`src/sv/assert_macros.svh`:
```
// Assertion macros shared by the percent decoder RTL
`ifndef ASSERT_MACROS_SVH
`define ASSERT_MACROS_SVH

// Clocked assertion, disabled while reset is asserted
`define PCTD_ASSERT(lbl, prop, msg) \
	lbl: assert property (@(posedge clk) disable iff (!arst_n) (prop)) else $error(msg);

// Clocked assertion checked also during reset
`define PCTD_ASSERT_ALWAYS(lbl, prop, msg) \
	lbl: assert property (@(posedge clk) (prop)) else $error(msg);

`endif

```
`src/sv/pctd_pkg.sv`:
```
// Package with types, constants and hex helpers for the percent decoder
`default_nettype none

package pctd_pkg;

	localparam logic [7:0] PCT_CHAR = 8'h25;
	localparam int unsigned MAX_OUT = 3;
	localparam int unsigned Q_DEPTH = 8;
	localparam int unsigned Q_AW = $clog2(Q_DEPTH);

	typedef enum logic [1:0] {
		HELD_NONE = 2'd0,
		HELD_PCT  = 2'd1,
		HELD_HEX  = 2'd2
	} held_t;

	typedef struct packed {
		logic [1:0]                cnt;
		logic [MAX_OUT-1:0][7:0]   data;
		logic [MAX_OUT-1:0]        last;
	} push_t;

	function automatic logic is_hex(input logic [7:0] c);
		return (c >= 8'h30 && c <= 8'h39) || (c >= 8'h41 && c <= 8'h46) ||
			(c >= 8'h61 && c <= 8'h66);
	endfunction

	function automatic logic [3:0] hex_value(input logic [7:0] c);
		logic [3:0] v;
		if (c >= 8'h30 && c <= 8'h39) begin
			v = c[3:0];
		end else begin
			v = c[3:0] + 4'd9;
		end
		return v;
	endfunction

endpackage

`default_nettype wire

```
`src/sv/pctd_core.sv`:
```
// Input register, pending-escape state and decode of one byte into up to three bytes
`default_nettype none
`include "assert_macros.svh"

module pctd_core import pctd_pkg::*; (
	input  wire logic       clk,
	input  wire logic       arst_n,
	input  wire logic       in_valid,
	output logic            in_stall,
	input  wire logic [7:0] in_byte,
	input  wire logic       end_of_message,
	input  wire logic       room,
	output push_t           push
);

	logic       valid_s1;
	logic [7:0] byte_s1;
	logic       eom_s1;
	held_t      held_q;
	logic [7:0] hex_q;

	held_t      held_d;
	logic [7:0] hex_d;
	logic       go;
	logic       load;
	logic       hex_b;
	logic       fresh_en;
	logic [1:0] pre_n;
	push_t      dec;

	assign go       = valid_s1 & room;
	assign in_stall = valid_s1 & ~room;
	assign load     = in_valid & ~in_stall;

	always_ff @(posedge clk or negedge arst_n) begin
		if (!arst_n) begin
			valid_s1 <= 1'b0;
		end else if (load) begin
			valid_s1 <= 1'b1;
		end else if (go) begin
			valid_s1 <= 1'b0;
		end
	end

	always_ff @(posedge clk) begin
		if (load) begin
			byte_s1 <= in_byte;
			eom_s1  <= end_of_message;
		end
	end

	always_comb begin
		dec      = '0;
		held_d   = held_q;
		hex_d    = hex_q;
		fresh_en = 1'b1;
		pre_n    = 2'd0;
		hex_b    = is_hex(byte_s1);
		unique case (held_q)
			HELD_PCT: begin
				if (hex_b) begin
					fresh_en = 1'b0;
					if (eom_s1) begin
						dec.data[0] = PCT_CHAR;
						dec.data[1] = byte_s1;
						dec.last[1] = 1'b1;
						dec.cnt     = 2'd2;
						held_d      = HELD_NONE;
						hex_d       = 8'h00;
					end else begin
						hex_d  = byte_s1;
						held_d = HELD_HEX;
					end
				end else begin
					dec.data[0] = PCT_CHAR;
					pre_n       = 2'd1;
				end
			end
			HELD_HEX: begin
				if (hex_b) begin
					fresh_en    = 1'b0;
					dec.data[0] = {hex_value(hex_q), hex_value(byte_s1)};
					dec.last[0] = eom_s1;
					dec.cnt     = 2'd1;
					held_d      = HELD_NONE;
					hex_d       = 8'h00;
				end else begin
					dec.data[0] = PCT_CHAR;
					dec.data[1] = hex_q;
					hex_d       = 8'h00;
					pre_n       = 2'd2;
				end
			end
			default: ;
		endcase
		if (fresh_en) begin
			dec.cnt = pre_n;
			if (byte_s1 == PCT_CHAR && !eom_s1) begin
				held_d = HELD_PCT;
			end else begin
				held_d           = HELD_NONE;
				dec.data[pre_n]  = byte_s1;
				dec.last[pre_n]  = eom_s1;
				dec.cnt          = pre_n + 2'd1;
			end
		end
	end

	always_comb begin
		push = dec;
		if (!go) begin
			push.cnt = 2'd0;
		end
	end

	always_ff @(posedge clk or negedge arst_n) begin
		if (!arst_n) begin
			held_q <= HELD_NONE;
			hex_q  <= 8'h00;
		end else if (go) begin
			held_q <= held_d;
			hex_q  <= hex_d;
		end
	end

	`PCTD_ASSERT(a_eom_clears, go && eom_s1 |=> held_q == HELD_NONE, "pending state survived message end")
	`PCTD_ASSERT(a_eom_emits, go && eom_s1 |-> push.cnt != 2'd0, "message end produced no byte")

endmodule

`default_nettype wire

```
`src/sv/pctd_fifo.sv`:
```
// Output queue taking up to three decoded bytes per cycle and returning one per transaction
`default_nettype none
`include "assert_macros.svh"

module pctd_fifo import pctd_pkg::*; (
	input  wire logic       clk,
	input  wire logic       arst_n,
	input  push_t           push,
	output logic            room,
	output logic            out_valid,
	input  wire logic       out_stall,
	output logic [7:0]      out_byte,
	output logic            last_of_message
);

	logic [7:0]     data_q [Q_DEPTH];
	logic           last_q [Q_DEPTH];
	logic [Q_AW-1:0] wr_ptr_q;
	logic [Q_AW-1:0] rd_ptr_q;
	logic [Q_AW:0]   count_q;
	logic            pop;

	assign room            = count_q <= (Q_AW+1)'(Q_DEPTH - MAX_OUT);
	assign out_valid       = count_q != '0;
	assign pop             = out_valid & ~out_stall;
	assign out_byte        = data_q[rd_ptr_q];
	assign last_of_message = last_q[rd_ptr_q];

	always_ff @(posedge clk) begin
		for (int i = 0; i < MAX_OUT; i++) begin
			if (2'(i) < push.cnt) begin
				data_q[wr_ptr_q + Q_AW'(i)] <= push.data[i];
				last_q[wr_ptr_q + Q_AW'(i)] <= push.last[i];
			end
		end
	end

	always_ff @(posedge clk or negedge arst_n) begin
		if (!arst_n) begin
			wr_ptr_q <= '0;
			rd_ptr_q <= '0;
			count_q  <= '0;
		end else begin
			wr_ptr_q <= wr_ptr_q + Q_AW'(push.cnt);
			rd_ptr_q <= rd_ptr_q + Q_AW'(pop);
			count_q  <= count_q + (Q_AW+1)'(push.cnt) - (Q_AW+1)'(pop);
		end
	end

	`PCTD_ASSERT(a_count_bound, count_q <= (Q_AW+1)'(Q_DEPTH), "queue count out of range")
	`PCTD_ASSERT(a_no_overflow, push.cnt != 2'd0 |-> room, "write into queue without space")

endmodule

`default_nettype wire

```
`src/sv/permissive_percent_decoder.sv`:
```
// Permissive percent decoder: input register, decode logic and output queue
// Input channel: in_valid/in_stall with in_byte and end_of_message; a
// transaction moves one encoded byte, end_of_message on the last of a message.
// Output channel: out_valid/out_stall with out_byte and last_of_message.
// "%hh" (either case) becomes one byte; any broken escape is passed on
// literally and the following bytes are examined afresh. A pending escape is
// flushed at message end, and last_of_message marks the final decoded byte.
// Data path: a byte is registered, decoded into up to three bytes and written to
// an eight-entry output queue, whose head is presented on out_byte and is taken
// while out_valid is high and out_stall is low.
// Throughput: one input byte per cycle, one output byte per cycle. Input is
// stalled only while the queue holds more than five bytes, which the decode
// cannot reach while the output is drained every cycle.
// Reset clears the input register's valid flag, the pending escape and the queue.
// When the receiver stalls the queue fills and then the input is stalled.
`default_nettype none

module permissive_percent_decoder import pctd_pkg::*; (
	input  wire logic       clk,
	input  wire logic       arst_n,
	input  wire logic       in_valid,
	output logic            in_stall,
	input  wire logic [7:0] in_byte,
	input  wire logic       end_of_message,
	output logic            out_valid,
	input  wire logic       out_stall,
	output logic [7:0]      out_byte,
	output logic            last_of_message
);

	push_t push;
	logic  room;

	pctd_core u_core (
		.clk            (clk),
		.arst_n         (arst_n),
		.in_valid       (in_valid),
		.in_stall       (in_stall),
		.in_byte        (in_byte),
		.end_of_message (end_of_message),
		.room           (room),
		.push           (push)
	);

	pctd_fifo u_fifo (
		.clk             (clk),
		.arst_n          (arst_n),
		.push            (push),
		.room            (room),
		.out_valid       (out_valid),
		.out_stall       (out_stall),
		.out_byte        (out_byte),
		.last_of_message (last_of_message)
	);

endmodule

`default_nettype wire

```
`config.mk`:
```
export PLATFORM = sky130hd
export DESIGN_NAME = permissive_percent_decoder
export DESIGN_NICKNAME = d
export VERILOG_FILES = /design/src/sv/pctd_pkg.sv /design/src/sv/pctd_core.sv /design/src/sv/pctd_fifo.sv /design/src/sv/permissive_percent_decoder.sv
export VERILOG_INCLUDE_DIRS = /design/src /design/src/sv
export SDC_FILE = /design/constraint.sdc
export NUM_CORES = 1
export LEC_CHECK = 0
export BUFFER_PORTS_ARGS = -buffer_cell sky130_fd_sc_hd__clkbuf_2
export CAP_MARGIN = 30
export CORE_ASPECT_RATIO = 0.7
export CORE_UTILIZATION = 50
export CTS_BUF_LIST = sky130_fd_sc_hd__clkbuf_4
export DETAILED_ROUTE_END_ITERATION = 6
export GPL_ROUTABILITY_DRIVEN = 0
export HOLD_SLACK_MARGIN = 0.15
export PLACE_DENSITY = 0.76
export SYNTH_ARGS = -nofsm -noshare
export SYNTH_HDL_FRONTEND = slang
export SYNTH_HIERARCHICAL = 1
export SYNTH_SLANG_ARGS = --single-unit
export TNS_END_PERCENT = 1
```
`constraint.sdc`:
```
create_clock -name clk -period 5.8 [get_ports clk]
set_clock_uncertainty 0.2 [all_clocks]
set_input_delay 1.45 -clock clk [delete_from_list [all_inputs] [get_ports clk]]
set_output_delay 1.45 -clock clk [all_outputs]
set_load 0.005 [all_outputs]
```
==> run metrics <==
Post-synth ARST share=20.6%; Max Cap Viol=0; violations in the final reports=design-rule violations; Buf/Inv on CP=2; CP Capture Point=u_fifo/data_q[1][7]; nets=774; Top delay family on crit path=compound AO/OA/AOI/OAI gates; setup TNS=0 ns; top cells by area in the synthesized netlist=edfxtp_1, dfrtp_1, a31oi_1; final HPWL from detailed placement=15,500 µm; final setup fails=0; vias after detailed routing=6,469; Mapped Nets=about 800; part of the power in registers=36.9%; Num Clock Sinks=roughly 100; fin. max-slew vios=0; Post-CTS Hold Buffers=0; clk_lat worst skew=between 0.5 and 0.6 ns; first-pass GRT wire length=33,300 µm; grt peak-use layer=met2; Initial Util=between 50% and 60%; Detail Route Antenna Nets=0; Slew @ Worst Pin=around 1.1 ns; LEAKAGE=between 2 and 3 nW; WP data arrival=5.12 ns; Psw=1.45 mW; Post-synth EDFFs=between 80 and 90; DRC=21; largest net degree at the start of global routing=77; worst r2r path cells=12; Crit. path cell count=12; critical-path cell list=inv_1 -> ha_1 -> o21ba_2 -> o211ai_1 -> o31ai_4 -> nor2_1 -> inv_1 -> ha_1 -> a211oi_1 -> a211oi_4 -> or3b_1 -> o2bb2ai_1; CP max stage delay=0.82 ns; post-synth top area share=33.8%; met3 GRT Util=8.93%; post-synthesis register bit count=between 100 and 150; TritonCTS clock tree=done; dominant cell type by area after synthesis=edfxtp_1; Final min period=5.17 ns; worst min-delay path class=reg2reg; Design Power=3.08 mW; port bufs=23; Switching Share=47.2%; post-cts resize count=0; Clock Path Buffers=2; Critical Path Start Type=flop; Initial DRT Pass Iterations=7; Core ar.=0.0140 mm²; pwr/cell area=around 400 mW/mm²; Synthesis Warnings=6; DR iter-0 viols=between 1,500 and 2,000; VDD IR max=0.245 mV; CTS Buf Count=9; period utilization=89.1%; Syn Inst Count=764; Fill cells=1,223; grt met2 use=45.0%; Max Fclk=0.194 GHz; # H-tree levels=3; routing usage on met1=41.6%; most frequent cells in the layout=nand2_1, edfxtp_1, nor3_1, a31oi_1, o21ai_0; vias per std cell=6.93; r2r startpoint=u_core/byte_s1[0]; post-synthesis sequential area ratio=about two fifths; vias in the first global route=about 5,700; share of cells above drive strength 1=13.2%; crit path launch=u_core/byte_s1[0]; critical path required time=5.75 ns; GR Overflow Total=0; Max Fanout on Critical Path=20; IO Pins=24; Yosys cell types=61; Die ar.=0.0149 mm²; Rows=36; relative max-transition margin=29.9%; Layout area overhead=4.79%; Post-CTS Setup Bufs=0; Final Hold Vio Count=0; Main synth FF type=edfxtp_1; GRT Util Overall=29.7%; Crit. End Element=flop; Reg clk slew, reported paths=0.18 ns; Crit Path Class=reg2reg; die height=between 100 and 150 µm; clock share of power=12.7%; highest-delay cell along the critical path=o2bb2ai_1; status=finished with violations; internal power=1.63 mW; Die Wd=~150 µm; Reg2Reg Capture Point=u_fifo/data_q[1][7]; RSZ-0062 raised after global routing=false; Logic pwr share=50.4%; initial antenna violation count=2; clk root buf=clkbuf_4; internal reg-to-reg setup slack=about 0.63 ns; syn_area_per_cell=9.43 µm²; synthesized area=0.00720 mm²; average wire per standard cell=23.0 µm; Post-Route WL=21,400 µm; commonest non-fill, non-tap cell in the layout=nand2_1
-- registers in the layout, summed over array words and instances, names as in the netlist --
| name | flops |
|---|---|
| u_fifo/wr_ptr_q | 3 |
| u_core/byte_s1 | 8 |
| u_fifo/last_q | 8 |
| u_fifo/rd_ptr_q | 3 |
| u_core/hex_q | 8 |
| u_core/valid_s1 | 1 |
| u_fifo/count_q | 4 |
| u_fifo/data_q | 64 |
| u_core/held_q | 2 |
| u_core/eom_s1 | 1 |
-- how the worst min path moves through the flow --
| stage | to | cells past startpoint | slack, ns | startpoint |
|---|---|---|---|---|
| global placement | u_core/held_q[1] | 2 | 0.29 | u_core/held_q[1] |
| detailed placement | u_core/held_q[1] | 2 | 0.31 | u_core/held_q[1] |
| CTS | u_core/held_q[1] | 2 | 0.35 | u_core/held_q[1] |
| floorplan | u_core/held_q[1] | 2 | 0.27 | u_core/held_q[1] |
| global route | u_core/held_q[1] | 2 | 0.38 | u_core/held_q[1] |
| finish | u_core/held_q[1] | 2 | 0.34 | u_core/held_q[1] |
-- Yosys cell counts (3+ instances only) --
| cell type | count |
|---|---|
| buf_6 | 5 |
| a21o_1 | 3 |
| a21oi_1 | 7 |
| o21ai_1 | 19 |
| nand2_1 | 94 |
| o2bb2ai_1 | 4 |
| ha_1 | 22 |
| and3_1 | 9 |
| nand2b_1 | 5 |
| buf_1 | 14 |
| a211oi_1 | 3 |
| nor3b_1 | 3 |
| xor2_1 | 4 |
| a31oi_1 | 74 |
| mux2_2 | 9 |
| nor2b_1 | 3 |
| nor4bb_1 | 9 |
| inv_1 | 30 |
| o22ai_1 | 5 |
| nand3_1 | 14 |
| nand3b_1 | 3 |
| clkbuf_1 | 35 |
| o21ai_0 | 73 |
| or2_1 | 7 |
| dfrtp_1 | 21 |
| mux2i_1 | 3 |
| a22o_1 | 8 |
| xnor2_1 | 6 |
| and2_1 | 5 |
| and4b_1 | 18 |
| edfxtp_1 | 81 |
| mux4_2 | 18 |
| nor3_1 | 76 |
| and4_1 | 9 |
| nor2_1 | 8 |
| buf_2 | 26 |
-- tightest hold or removal path, cell delays in order, from the launching register on --
cell     delay [ns]
dfrtp_1        0.40
nand2_1        0.06
o41ai_1        0.06
-- final cells by class --
type / count / area, µm² / area share, %
clock inverter: 7 / 91.3 / 1.21
multi-input combinational: 549 / 3780 / 50.1
clock buffer: 9 / 67.6 / 0.895
inverter: 30 / 113 / 1.49
timing repair buffer: 45 / 298 / 3.94
tap: 190 / 238 / 3.15
sequential: 102 / 2960 / 39.2
antenna: 1 / 2.50 / 0.0332
-- power groups by stage --
stage               clock network (mW)  logic [mW]  registers [mW]
floorplan                            0        1.19            1.04
global placement                     0        1.39            1.16
detailed placement                   0        1.49            1.15
CTS                              0.399        1.50            1.14
global route                     0.422        1.66            1.16
finish                           0.391        1.56            1.14
-- routing by layer --
metal / wire [µm] / part of all wire (%)
met1: 8670 / 40
met2: 8910 / 42
met3: 3170 / 15
met4: 670 / 3.1
met5: 0 / 0
-- per-stage QoR --
stage / util (%) / cell area, µm² / std cells / hold slack, ns / worst slack (ns)
final: 53.9 / 7550 / 933 / 0.345 / 0.634
after global routing: 53.9 / 7550 / 932 / 0.380 / 0.280
after CTS: 53.8 / 7530 / 930 / 0.346 / 0.683
after detailed placement: 52.6 / 7370 / 914 / 0.309 / 0.684
after global placement: 52.4 / 7350 / 913 / 0.286 / 0.962
after floorplan: - / 7200 / 764 / 0.269 / 1.48
-- cells by family after synthesis --
logic type               count (synthesis)  synth area share (%)
adder cells (fa/ha/maj)                 25                  4.52
multiplexers                            30                  7.45
flip-flops                             102                  41.1
XOR/XNOR                                10                  1.22
AND/OR/NAND/NOR                        270                  20.4
buffers and inverters                  113                  6.98
AO/OA/AOI/OAI                          214                  18.4
Note: power is estimated with default switching activity, not from simulation.
